==> config.mk <==
export PLATFORM = sky130hd
export DESIGN_NAME = stripe_request_splitter_top
export DESIGN_NICKNAME = d
export VERILOG_FILES = /design/src/rtl/core/srs_pkg.sv /design/src/rtl/core/srs_div.sv /design/src/rtl/core/stripe_request_splitter_top.sv
export SDC_FILE = /design/constraint.sdc
export NUM_CORES = 1
export LEC_CHECK = 0
export BUFFER_PORTS_ARGS = -buffer_cell sky130_fd_sc_hd__buf_2
export CORE_MARGIN = 1
export CORE_UTILIZATION = 40
export CTS_BUF_LIST = sky130_fd_sc_hd__clkbuf_8
export DETAILED_ROUTE_END_ITERATION = 10
export GPL_TIMING_DRIVEN = 0
export PLACE_DENSITY_LB_ADDON = 0.25
export SYNTH_ARGS = -nofsm -noshare
export SYNTH_HDL_FRONTEND = slang
export SYNTH_SLANG_ARGS = --single-unit
==> constraint.sdc <==
create_clock -name clk -period 14.4 [get_ports clk]
set_clock_uncertainty 0.2 [all_clocks]
set_input_delay 0.72 -clock clk [delete_from_list [all_inputs] [get_ports clk]]
set_output_delay 0.72 -clock clk [all_outputs]
set_load 0.01 [all_outputs]
==> src/rtl/core/srs_pkg.sv <==
`timescale 1ns / 1ps

package srs_pkg;

	localparam int OFFSET_W   = 48;
	localparam int LENGTH_W   = 32;
	localparam int KIB_W      = 21;
	localparam int WIDTH_W    = 5;
	localparam int KIB_SHIFT  = 10;
	localparam int DIVIDEND_W = OFFSET_W - KIB_SHIFT;
	localparam int DIV_CNT_W  = $clog2(DIVIDEND_W);
	localparam int OBJ_OFF_W  = 30;
	localparam int CHUNK_W    = 31;
	localparam int TARGET_W   = 4;
	localparam int MAX_CHUNKS = 64;
	localparam int CHUNK_CNT_W = 6;
	localparam int MAX_TARGETS = 16;
	localparam logic [KIB_W-1:0] KIB_MAX   = KIB_W'(1048576);
	localparam logic [KIB_W-1:0] KIB_RESET = KIB_W'(128);
	localparam logic [WIDTH_W-1:0] WIDTH_RESET = WIDTH_W'(1);

	localparam logic REG_STRIPE_KIB   = 1'b0;
	localparam logic REG_STRIPE_WIDTH = 1'b1;

	typedef enum logic [1:0] {
		ST_IDLE,
		ST_DIV_OBJ,
		ST_DIV_TGT,
		ST_EMIT
	} srs_state_t;

	typedef struct packed {
		logic                  start;
		logic [DIVIDEND_W-1:0] dividend;
		logic [KIB_W-1:0]      divisor;
	} div_req_t;

	typedef struct packed {
		logic                  done;
		logic [DIVIDEND_W-1:0] quotient;
		logic [KIB_W-1:0]      remainder;
	} div_rsp_t;

endpackage

==> src/rtl/core/srs_div.sv <==
`timescale 1ns / 1ps

module srs_div import srs_pkg::*; (
	input  logic     clk,
	input  logic     arst_n,
	input  div_req_t req,
	output div_rsp_t rsp
);

	logic                  busy_q;
	logic                  done_q;
	logic [DIV_CNT_W-1:0]  cnt_q;
	logic [DIVIDEND_W-1:0] quo_q;
	logic [KIB_W-1:0]      rem_q;
	logic [KIB_W-1:0]      divisor_q;
	logic [KIB_W:0]        trial;
	logic [KIB_W:0]        diff;

	assign trial = {rem_q, quo_q[DIVIDEND_W-1]};
	assign diff  = trial - {1'b0, divisor_q};

	always_ff @(posedge clk or negedge arst_n) begin
		if (!arst_n) begin
			busy_q <= 1'b0;
			done_q <= 1'b0;
			cnt_q  <= '0;
		end else begin
			done_q <= 1'b0;
			if (req.start) begin
				busy_q <= 1'b1;
				cnt_q  <= DIV_CNT_W'(DIVIDEND_W - 1);
			end else if (busy_q) begin
				cnt_q <= cnt_q - 1'b1;
				if (cnt_q == '0) begin
					busy_q <= 1'b0;
					done_q <= 1'b1;
				end
			end
		end
	end

	always_ff @(posedge clk) begin
		if (req.start) begin
			quo_q     <= req.dividend;
			rem_q     <= '0;
			divisor_q <= req.divisor;
		end else if (busy_q) begin
			quo_q <= {quo_q[DIVIDEND_W-2:0], ~diff[KIB_W]};
			rem_q <= diff[KIB_W] ? trial[KIB_W-1:0] : diff[KIB_W-1:0];
		end
	end

	assign rsp.done      = done_q;
	assign rsp.quotient  = quo_q;
	assign rsp.remainder = rem_q;

endmodule

==> src/rtl/core/stripe_request_splitter_top.sv <==
`timescale 1ns / 1ps

// channel | handshake              | payload
// --------+------------------------+--------------------------------------------
// in      | in_valid / in_stall    | req_offset, req_length
// out     | out_valid / out_stall  | object_index, offset_in_object, chunk_bytes,
//         |                        | target_index, bytes_done, last_chunk, truncated
// cfg     | cfg_we                 | cfg_index, cfg_wdata
//
// A request runs two passes of one bit-serial divider (38 steps each): offset by
// stripe size, then object number by width. After the second pass the first
// chunk is ready, then one chunk per cycle while out_stall is low.
// A zero-length request is taken and gives no beat. in_stall is high from acceptance
// until the last chunk has been loaded into the output register.
// arst_n restores stripe_kib to 128 and stripe_width to 1.

module stripe_request_splitter_top import srs_pkg::*; (
	input  logic                  clk,
	input  logic                  arst_n,
	input  logic                  in_valid,
	output logic                  in_stall,
	input  logic [OFFSET_W-1:0]   req_offset,
	input  logic [LENGTH_W-1:0]   req_length,
	output logic                  out_valid,
	input  logic                  out_stall,
	output logic [OFFSET_W-1:0]   object_index,
	output logic [OBJ_OFF_W-1:0]  offset_in_object,
	output logic [CHUNK_W-1:0]    chunk_bytes,
	output logic [TARGET_W-1:0]   target_index,
	output logic [LENGTH_W-1:0]   bytes_done,
	output logic                  last_chunk,
	output logic                  truncated,
	input  logic                  cfg_we,
	input  logic                  cfg_index,
	input  logic [KIB_W-1:0]      cfg_wdata
);

	srs_state_t state_q, state_d;

	logic [KIB_W-1:0]       kib_q;
	logic [WIDTH_W-1:0]     width_q;
	logic [KIB_W-1:0]       kib_eff;
	logic [WIDTH_W-1:0]     width_eff;
	logic [CHUNK_W-1:0]     stripe_bytes;

	div_req_t               div_req;
	div_rsp_t               div_rsp;

	logic [KIB_SHIFT-1:0]   lo_q;
	logic [LENGTH_W-1:0]    len_q;
	logic [LENGTH_W-1:0]    rem_q;
	logic [OFFSET_W-1:0]    obj_q;
	logic [OBJ_OFF_W-1:0]   off_q;
	logic [TARGET_W-1:0]    tgt_q;
	logic [CHUNK_CNT_W-1:0] cnt_q;

	logic                   out_valid_q;
	logic [OFFSET_W-1:0]    obj_out_q;
	logic [OBJ_OFF_W-1:0]   off_out_q;
	logic [CHUNK_W-1:0]     size_out_q;
	logic [TARGET_W-1:0]    tgt_out_q;
	logic [LENGTH_W-1:0]    done_out_q;
	logic                   last_out_q;
	logic                   cut_out_q;

	logic                   in_take;
	logic                   emit;
	logic [CHUNK_W-1:0]     room;
	logic [CHUNK_W-1:0]     size;
	logic [LENGTH_W-1:0]    rem_next;
	logic                   cut;
	logic                   last;

	assign kib_eff   = (kib_q == '0) ? KIB_W'(1) : ((kib_q > KIB_MAX) ? KIB_MAX : kib_q);
	assign width_eff = (width_q == '0) ? WIDTH_W'(1) :
	                   ((width_q > WIDTH_W'(MAX_TARGETS)) ? WIDTH_W'(MAX_TARGETS) : width_q);
	assign stripe_bytes = {kib_eff[CHUNK_W-KIB_SHIFT-1:0], {KIB_SHIFT{1'b0}}};

	assign in_stall = (state_q != ST_IDLE);
	assign in_take  = in_valid && !in_stall;
	assign emit     = (state_q == ST_EMIT) && (!out_valid_q || !out_stall);

	assign room     = stripe_bytes - CHUNK_W'(off_q);
	assign size     = (rem_q < {1'b0, room}) ? rem_q[CHUNK_W-1:0] : room;
	assign rem_next = rem_q - LENGTH_W'(size);
	assign cut      = (rem_next != '0) && (cnt_q == CHUNK_CNT_W'(MAX_CHUNKS - 1));
	assign last     = (rem_next == '0) || cut;

	always_comb begin
		div_req.start    = 1'b0;
		div_req.dividend = req_offset[OFFSET_W-1:KIB_SHIFT];
		div_req.divisor  = kib_eff;
		state_d          = state_q;
		case (state_q)
			ST_IDLE: begin
				if (in_take && req_length != '0) begin
					div_req.start = 1'b1;
					state_d       = ST_DIV_OBJ;
				end
			end
			ST_DIV_OBJ: begin
				div_req.dividend = div_rsp.quotient;
				div_req.divisor  = KIB_W'(width_eff);
				if (div_rsp.done) begin
					div_req.start = 1'b1;
					state_d       = ST_DIV_TGT;
				end
			end
			ST_DIV_TGT: begin
				if (div_rsp.done) begin
					state_d = ST_EMIT;
				end
			end
			ST_EMIT: begin
				if (emit && last) begin
					state_d = ST_IDLE;
				end
			end
			default: begin
				state_d = ST_IDLE;
			end
		endcase
	end

	always_ff @(posedge clk or negedge arst_n) begin
		if (!arst_n) begin
			state_q <= ST_IDLE;
		end else begin
			state_q <= state_d;
		end
	end

	always_ff @(posedge clk or negedge arst_n) begin
		if (!arst_n) begin
			kib_q   <= KIB_RESET;
			width_q <= WIDTH_RESET;
		end else if (cfg_we) begin
			case (cfg_index)
				REG_STRIPE_KIB:   kib_q   <= cfg_wdata;
				REG_STRIPE_WIDTH: width_q <= cfg_wdata[WIDTH_W-1:0];
				default:          kib_q   <= kib_q;
			endcase
		end
	end

	srs_div u_div (
		.clk    (clk),
		.arst_n (arst_n),
		.req    (div_req),
		.rsp    (div_rsp)
	);

	always_ff @(posedge clk) begin
		if (in_take) begin
			lo_q  <= req_offset[KIB_SHIFT-1:0];
			len_q <= req_length;
			rem_q <= req_length;
			cnt_q <= '0;
		end
		if (state_q == ST_DIV_OBJ && div_rsp.done) begin
			obj_q <= OFFSET_W'(div_rsp.quotient);
			off_q <= {div_rsp.remainder[OBJ_OFF_W-KIB_SHIFT-1:0], lo_q};
		end
		if (state_q == ST_DIV_TGT && div_rsp.done) begin
			tgt_q <= div_rsp.remainder[TARGET_W-1:0];
		end
		if (emit) begin
			rem_q <= rem_next;
			cnt_q <= cnt_q + 1'b1;
			obj_q <= obj_q + 1'b1;
			off_q <= '0;
			tgt_q <= ({1'b0, tgt_q} == width_eff - 1'b1) ? '0 : tgt_q + 1'b1;
		end
	end

	always_ff @(posedge clk or negedge arst_n) begin
		if (!arst_n) begin
			out_valid_q <= 1'b0;
		end else if (emit) begin
			out_valid_q <= 1'b1;
		end else if (!out_stall) begin
			out_valid_q <= 1'b0;
		end
	end

	always_ff @(posedge clk) begin
		if (emit) begin
			obj_out_q  <= obj_q;
			off_out_q  <= off_q;
			size_out_q <= size;
			tgt_out_q  <= tgt_q;
			done_out_q <= len_q - rem_next;
			last_out_q <= last;
			cut_out_q  <= cut;
		end
	end

	assign out_valid        = out_valid_q;
	assign object_index     = obj_out_q;
	assign offset_in_object = off_out_q;
	assign chunk_bytes      = size_out_q;
	assign target_index     = tgt_out_q;
	assign bytes_done       = done_out_q;
	assign last_chunk       = last_out_q;
	assign truncated        = cut_out_q;

	a_trunc_is_last: assert property (@(posedge clk) disable iff (!arst_n)
		out_valid && truncated |-> last_chunk)
		else $error("truncated beat not marked last");

	a_chunk_nonzero: assert property (@(posedge clk) disable iff (!arst_n)
		out_valid |-> chunk_bytes != '0)
		else $error("empty chunk");

	a_div_done_state: assert property (@(posedge clk) disable iff (!arst_n)
		div_rsp.done |-> (state_q == ST_DIV_OBJ || state_q == ST_DIV_TGT))
		else $error("divider finished outside a divide pass");

	a_target_range: assert property (@(posedge clk) disable iff (!arst_n)
		out_valid |-> {1'b0, target_index} < width_eff)
		else $error("target index beyond width");

endmodule

==> impl_metrics.toml <==
[clocking]
clock_tree_root = "clkbuf_8"
insertion_delay_of_the_later_clocked_pin_in_the_worst_skew_pair_ns = 0.71
clk_path_buf_depth = 3
clock_tree_from_tritoncts = "yes"
cts_buffers = 77
cts.sink_count = 426
path_clk_slew_ns = 0.06
ctsHtreeMaxLevel = 3

[sta]
rsz0062_at_grt = "false"
final-hold-violation-count = 0
slew_violations = 0
min_period_ns = 13.62
timing.fmax_mhz = 73.4
timing.setup.tns_ns = 0
timing_worst_slew_pin_value_ns = 1.28
period_share = 0.946
timing.final.setup_violations = 0
slew_headroom = 0.141

[finish]
finalInstanceArea_sq_um = 28900
area_growth_pct = 18.0
final_cell_count_no_fill = 3628
n_fill_cell = 5675
drive_gt1_frac = 0.179
nets = 2984

[route]
route.detailed.vias_per_inst = 5.50
final_antenna_net_count = 0
drt_pass1_iterations = 8
drc_errors = 0
first_iter_violations = 1398
post_drt_wl_per_cell_um = 20.2
vias = 19954
route.final.wire_length_um = 73300

[critical_path]
cpMostUsedCell = "ha_1"
register_to_register_setup_slack_ns = 0.78
critical-path-max-stage-delay_ns = 0.57
crit_path_start_kind = "flip-flop"
worstPathMaxFanout = 19
r2r_end = "bytes_done[31]"
crit_path_top_delay_cell = "or4b_4"
arrival_ns = 13.86
timing.setup.critical_path_class = "flip-flop to flip-flop"
length_in_cells_of_the_worst_reg_to_reg_path = 56
worstReg2RegStart = "kib_q[19]"
worstPathRequired_ns = 14.65
worst_setup_path_end_kind = "flip-flop"

[floorplanning]
die_height_um = 249
die_boundary_width_um = 249
dieArea_sq_um = 62200
design.portCount = 256
floorplan.initialDensity = 0.405
coreArea_sq_um = 60500
number_of_cell_rows = 90

[min_path]
worstHoldPathType = "input port to flip-flop"
hold_path.startpoint = "req_offset[7]"
min_path_cells = 1
hold-path-endpoint = "lo_q[7]"

[global_routing]
grt_util_all_layers = 0.233
antenna_found_initial = 6
via_count_of_the_first_global_routing_pass = 19735
largest_net_degree_at_the_start_of_global_routing = 39
globalRoute.totalOverflow = 0
grt_first_pass_wirelength_um = 113000

[placed_design]
portBuffers = 255
placed_area_sq_um = 26900
place_hpwl_um = 56200
place.gp.congestion = 0.938
place.detailed.instances = 3459

[yosys]
synth-main-ff-cell = "edfxtp_1"
syn_inst = 2413
ys_seq_area_frac = 0.494
post_synth_num_cell_types = 102
mappedNetlistArea_sq_um = 24500
ys_seq_elements = 426
synth_enable_flop_cells = 338
yosysWarningCount = 0
synthesis.area_per_instance_sq_um = 10.2
synth-async-reset-ratio = 0.0869
mappedNetlistNets = 2618

[power]
p_sw_frac = 0.340
power_per_cell_area_nw_per_um2 = 132
sequentialPowerShare = 0.388
post-layout-total-power_mw = 3.82
internal_power_mw = 2.52
worst_ir_drop_vdd_v = 0.0000764
power.combinational.fraction = 0.304
clockPowerShare = 0.308
leakagePower_nw = 11.7
net-switching-power_mw = 1.30

[outcome]
status = "finished, final reports clean"

[job]
drv_cap = 0
## worst max-delay path: cells and delay by family, from the launching register on
family / cells / cell delay (ns)
AO/OA/AOI/OAI: 26 / 5.75
multiplexers: 1 / 0.32
AND/OR/NAND/NOR: 16 / 3.20
XOR/XNOR: 2 / 0.49
adder cells (fa/ha/maj): 5 / 1.50
buffers and inverters: 6 / 1.43
flip-flops: 1 / 0.44
## cell usage after synthesis, types with 11 or more instances
| cell type | count | area share |
|---|---|---|
| or2_2 | 14 | 0.0036 |
| a22o_1 | 42 | 0.015 |
| nand2b_1 | 26 | 0.0066 |
| inv_1 | 129 | 0.020 |
| a31oi_1 | 16 | 0.0041 |
| mux2i_1 | 27 | 0.011 |
| and2_1 | 28 | 0.0072 |
| buf_1 | 19 | 0.0029 |
| nand4_1 | 22 | 0.0056 |
| nand3_1 | 55 | 0.011 |
| o211ai_1 | 13 | 0.0040 |
| dfrtp_1 | 35 | 0.036 |
| o21bai_1 | 11 | 0.0034 |
| a211oi_1 | 29 | 0.0089 |
| o22ai_1 | 12 | 0.0031 |
| a21oi_1 | 122 | 0.025 |
| xor2_1 | 58 | 0.021 |
| dfxtp_1 | 51 | 0.042 |
| a21boi_0 | 20 | 0.0061 |
| nor2b_1 | 29 | 0.0074 |
| xnor2_1 | 95 | 0.034 |
| mux2_2 | 29 | 0.013 |
| clkbuf_1 | 77 | 0.012 |
| ha_1 | 96 | 0.049 |
| edfxtp_1 | 338 | 0.41 |
| nor3_1 | 28 | 0.0057 |
| nand2_1 | 329 | 0.050 |
| o21a_1 | 14 | 0.0043 |
| and3_1 | 33 | 0.0084 |
| nor4_1 | 31 | 0.0079 |
| a21o_1 | 27 | 0.0083 |
| or3_1 | 11 | 0.0028 |
| o21ai_0 | 174 | 0.036 |
| maj3_1 | 20 | 0.0082 |
| nor2_1 | 172 | 0.026 |
## per-layer routing
metal | track usage | share of wire | up-vias
li1 | - | - | 9570
met1 | 0.291 | 0.43 | 9671
met2 | 0.392 | 0.48 | 583
met3 | 0.0605 | 0.065 | 130
met4 | 0.0753 | 0.027 | 0
met5 | 0 | 0 | -
## layout by cell type (no fill, tap or decap), types with 28 or more instances in the layout
cell | synthesis | layout
dfrtp_1 | 35 | 35
and3_1 | 33 | 33
edfxtp_1 | 338 | 338
nor3_1 | 28 | 28
a21oi_1 | 122 | 117
inv_1 | 129 | 150
nor2_1 | 172 | 171
clkbuf_8 | 0 | 83
dfxtp_1 | 51 | 51
xor2_1 | 58 | 57
xnor2_1 | 95 | 93
buf_2 | 2 | 261
clkbuf_1 | 77 | 69
nor2b_1 | 29 | 28
ha_1 | 96 | 94
mux2_2 | 29 | 29
nor4_1 | 31 | 29
o21ai_0 | 174 | 168
nand3_1 | 55 | 55
nand2_1 | 329 | 327
a22o_1 | 42 | 42
## stage by stage
| step | hold slack [ns] | setup WS (ns) | util |
|---|---|---|---|
| after floorplan | 0.206 | 1.88 | - |
| after global placement | 0.218 | -1.53 | 0.442 |
| after detailed placement | 0.229 | -1.60 | 0.446 |
| after CTS | 0.000137 | 0.0518 | 0.475 |
| after global routing | -0.00144 | 0.0325 | 0.478 |
| final | 0.0344 | 0.782 | 0.478 |
## timing repair
| action | in CTS | in global routing |
|---|---|---|
| pin swaps | 0 | 5 |
| hold endpoints to repair | 49 | 0 |
| hold buffers | 15 | 0 |
| buffers inserted | 2 | 10 |
| resized for setup | 18 | 33 |
| setup endpoints to repair | 14 | 10 |
## worst max path at each step
| stage | start | to | slack (ns) | cells after the start |
|---|---|---|---|---|
| 2_1_floorplan | kib_q[19] | bytes_done[25] | 1.88 | 62 |
| 3_3_place_gp | kib_q[4] | bytes_done[25] | -1.53 | 61 |
| 3_5_place_dp | kib_q[19] | bytes_done[31] | -1.60 | 61 |
| 4_1_cts | kib_q[19] | bytes_done[31] | 0.05 | 62 |
| 5_1_grt | kib_q[19] | bytes_done[31] | 0.03 | 57 |
| 6_report | kib_q[19] | bytes_done[31] | 0.78 | 56 |
## registers in the layout, summed over array words and instances, names as in the netlist
signal	flops
obj_q	48
object_index	48
u_div.quo_q	38
bytes_done	32
len_q	32
rem_q	32
chunk_bytes	31
off_q	30
offset_in_object	30
kib_q	21
u_div.divisor_q	21
u_div.rem_q	21
lo_q	10
cnt_q	6
u_div.cnt_q	6
width_q	5
target_index	4
tgt_q	4
state_q	2
last_chunk	1
out_valid	1
truncated	1
u_div.busy_q	1
u_div.done_q	1
## layout make-up
cell class                      count  area [sq um]  area share
Buffer                             98           418      0.0145
Multi-Input combinational cell   1754         11700       0.403
Tap cell                          782           978      0.0338
Sequential cell                   426         12100       0.418
Antenna cell                        5          12.5    0.000433
Inverter                          131           492      0.0170
Clock buffer                       83          1140      0.0395
Clock inverter                     58           419      0.0145
Timing Repair Buffer              291          1690      0.0584
## power by group through the flow
stage	Combinational, mW	Sequential (mW)	Clock (mW)
6_report	1.16	1.48	1.18
5_1_grt	1.28	1.49	1.26
2_1_floorplan	0.858	1.48	0
4_1_cts	1.14	1.48	1.21
3_5_place_dp	1.12	1.51	0
3_3_place_gp	1.10	1.50	0
## cell families after synthesis
family                   Yosys count  synth area share
multiplexers                      58            0.0254
adder cells (fa/ha/maj)          126            0.0625
XOR/XNOR                         164            0.0650
AND/OR/NAND/NOR                  816             0.157
buffers and inverters            233            0.0368
AO/OA/AOI/OAI                    590             0.160
flip-flops                       426             0.494
Power figures use the tool's default switching activity.
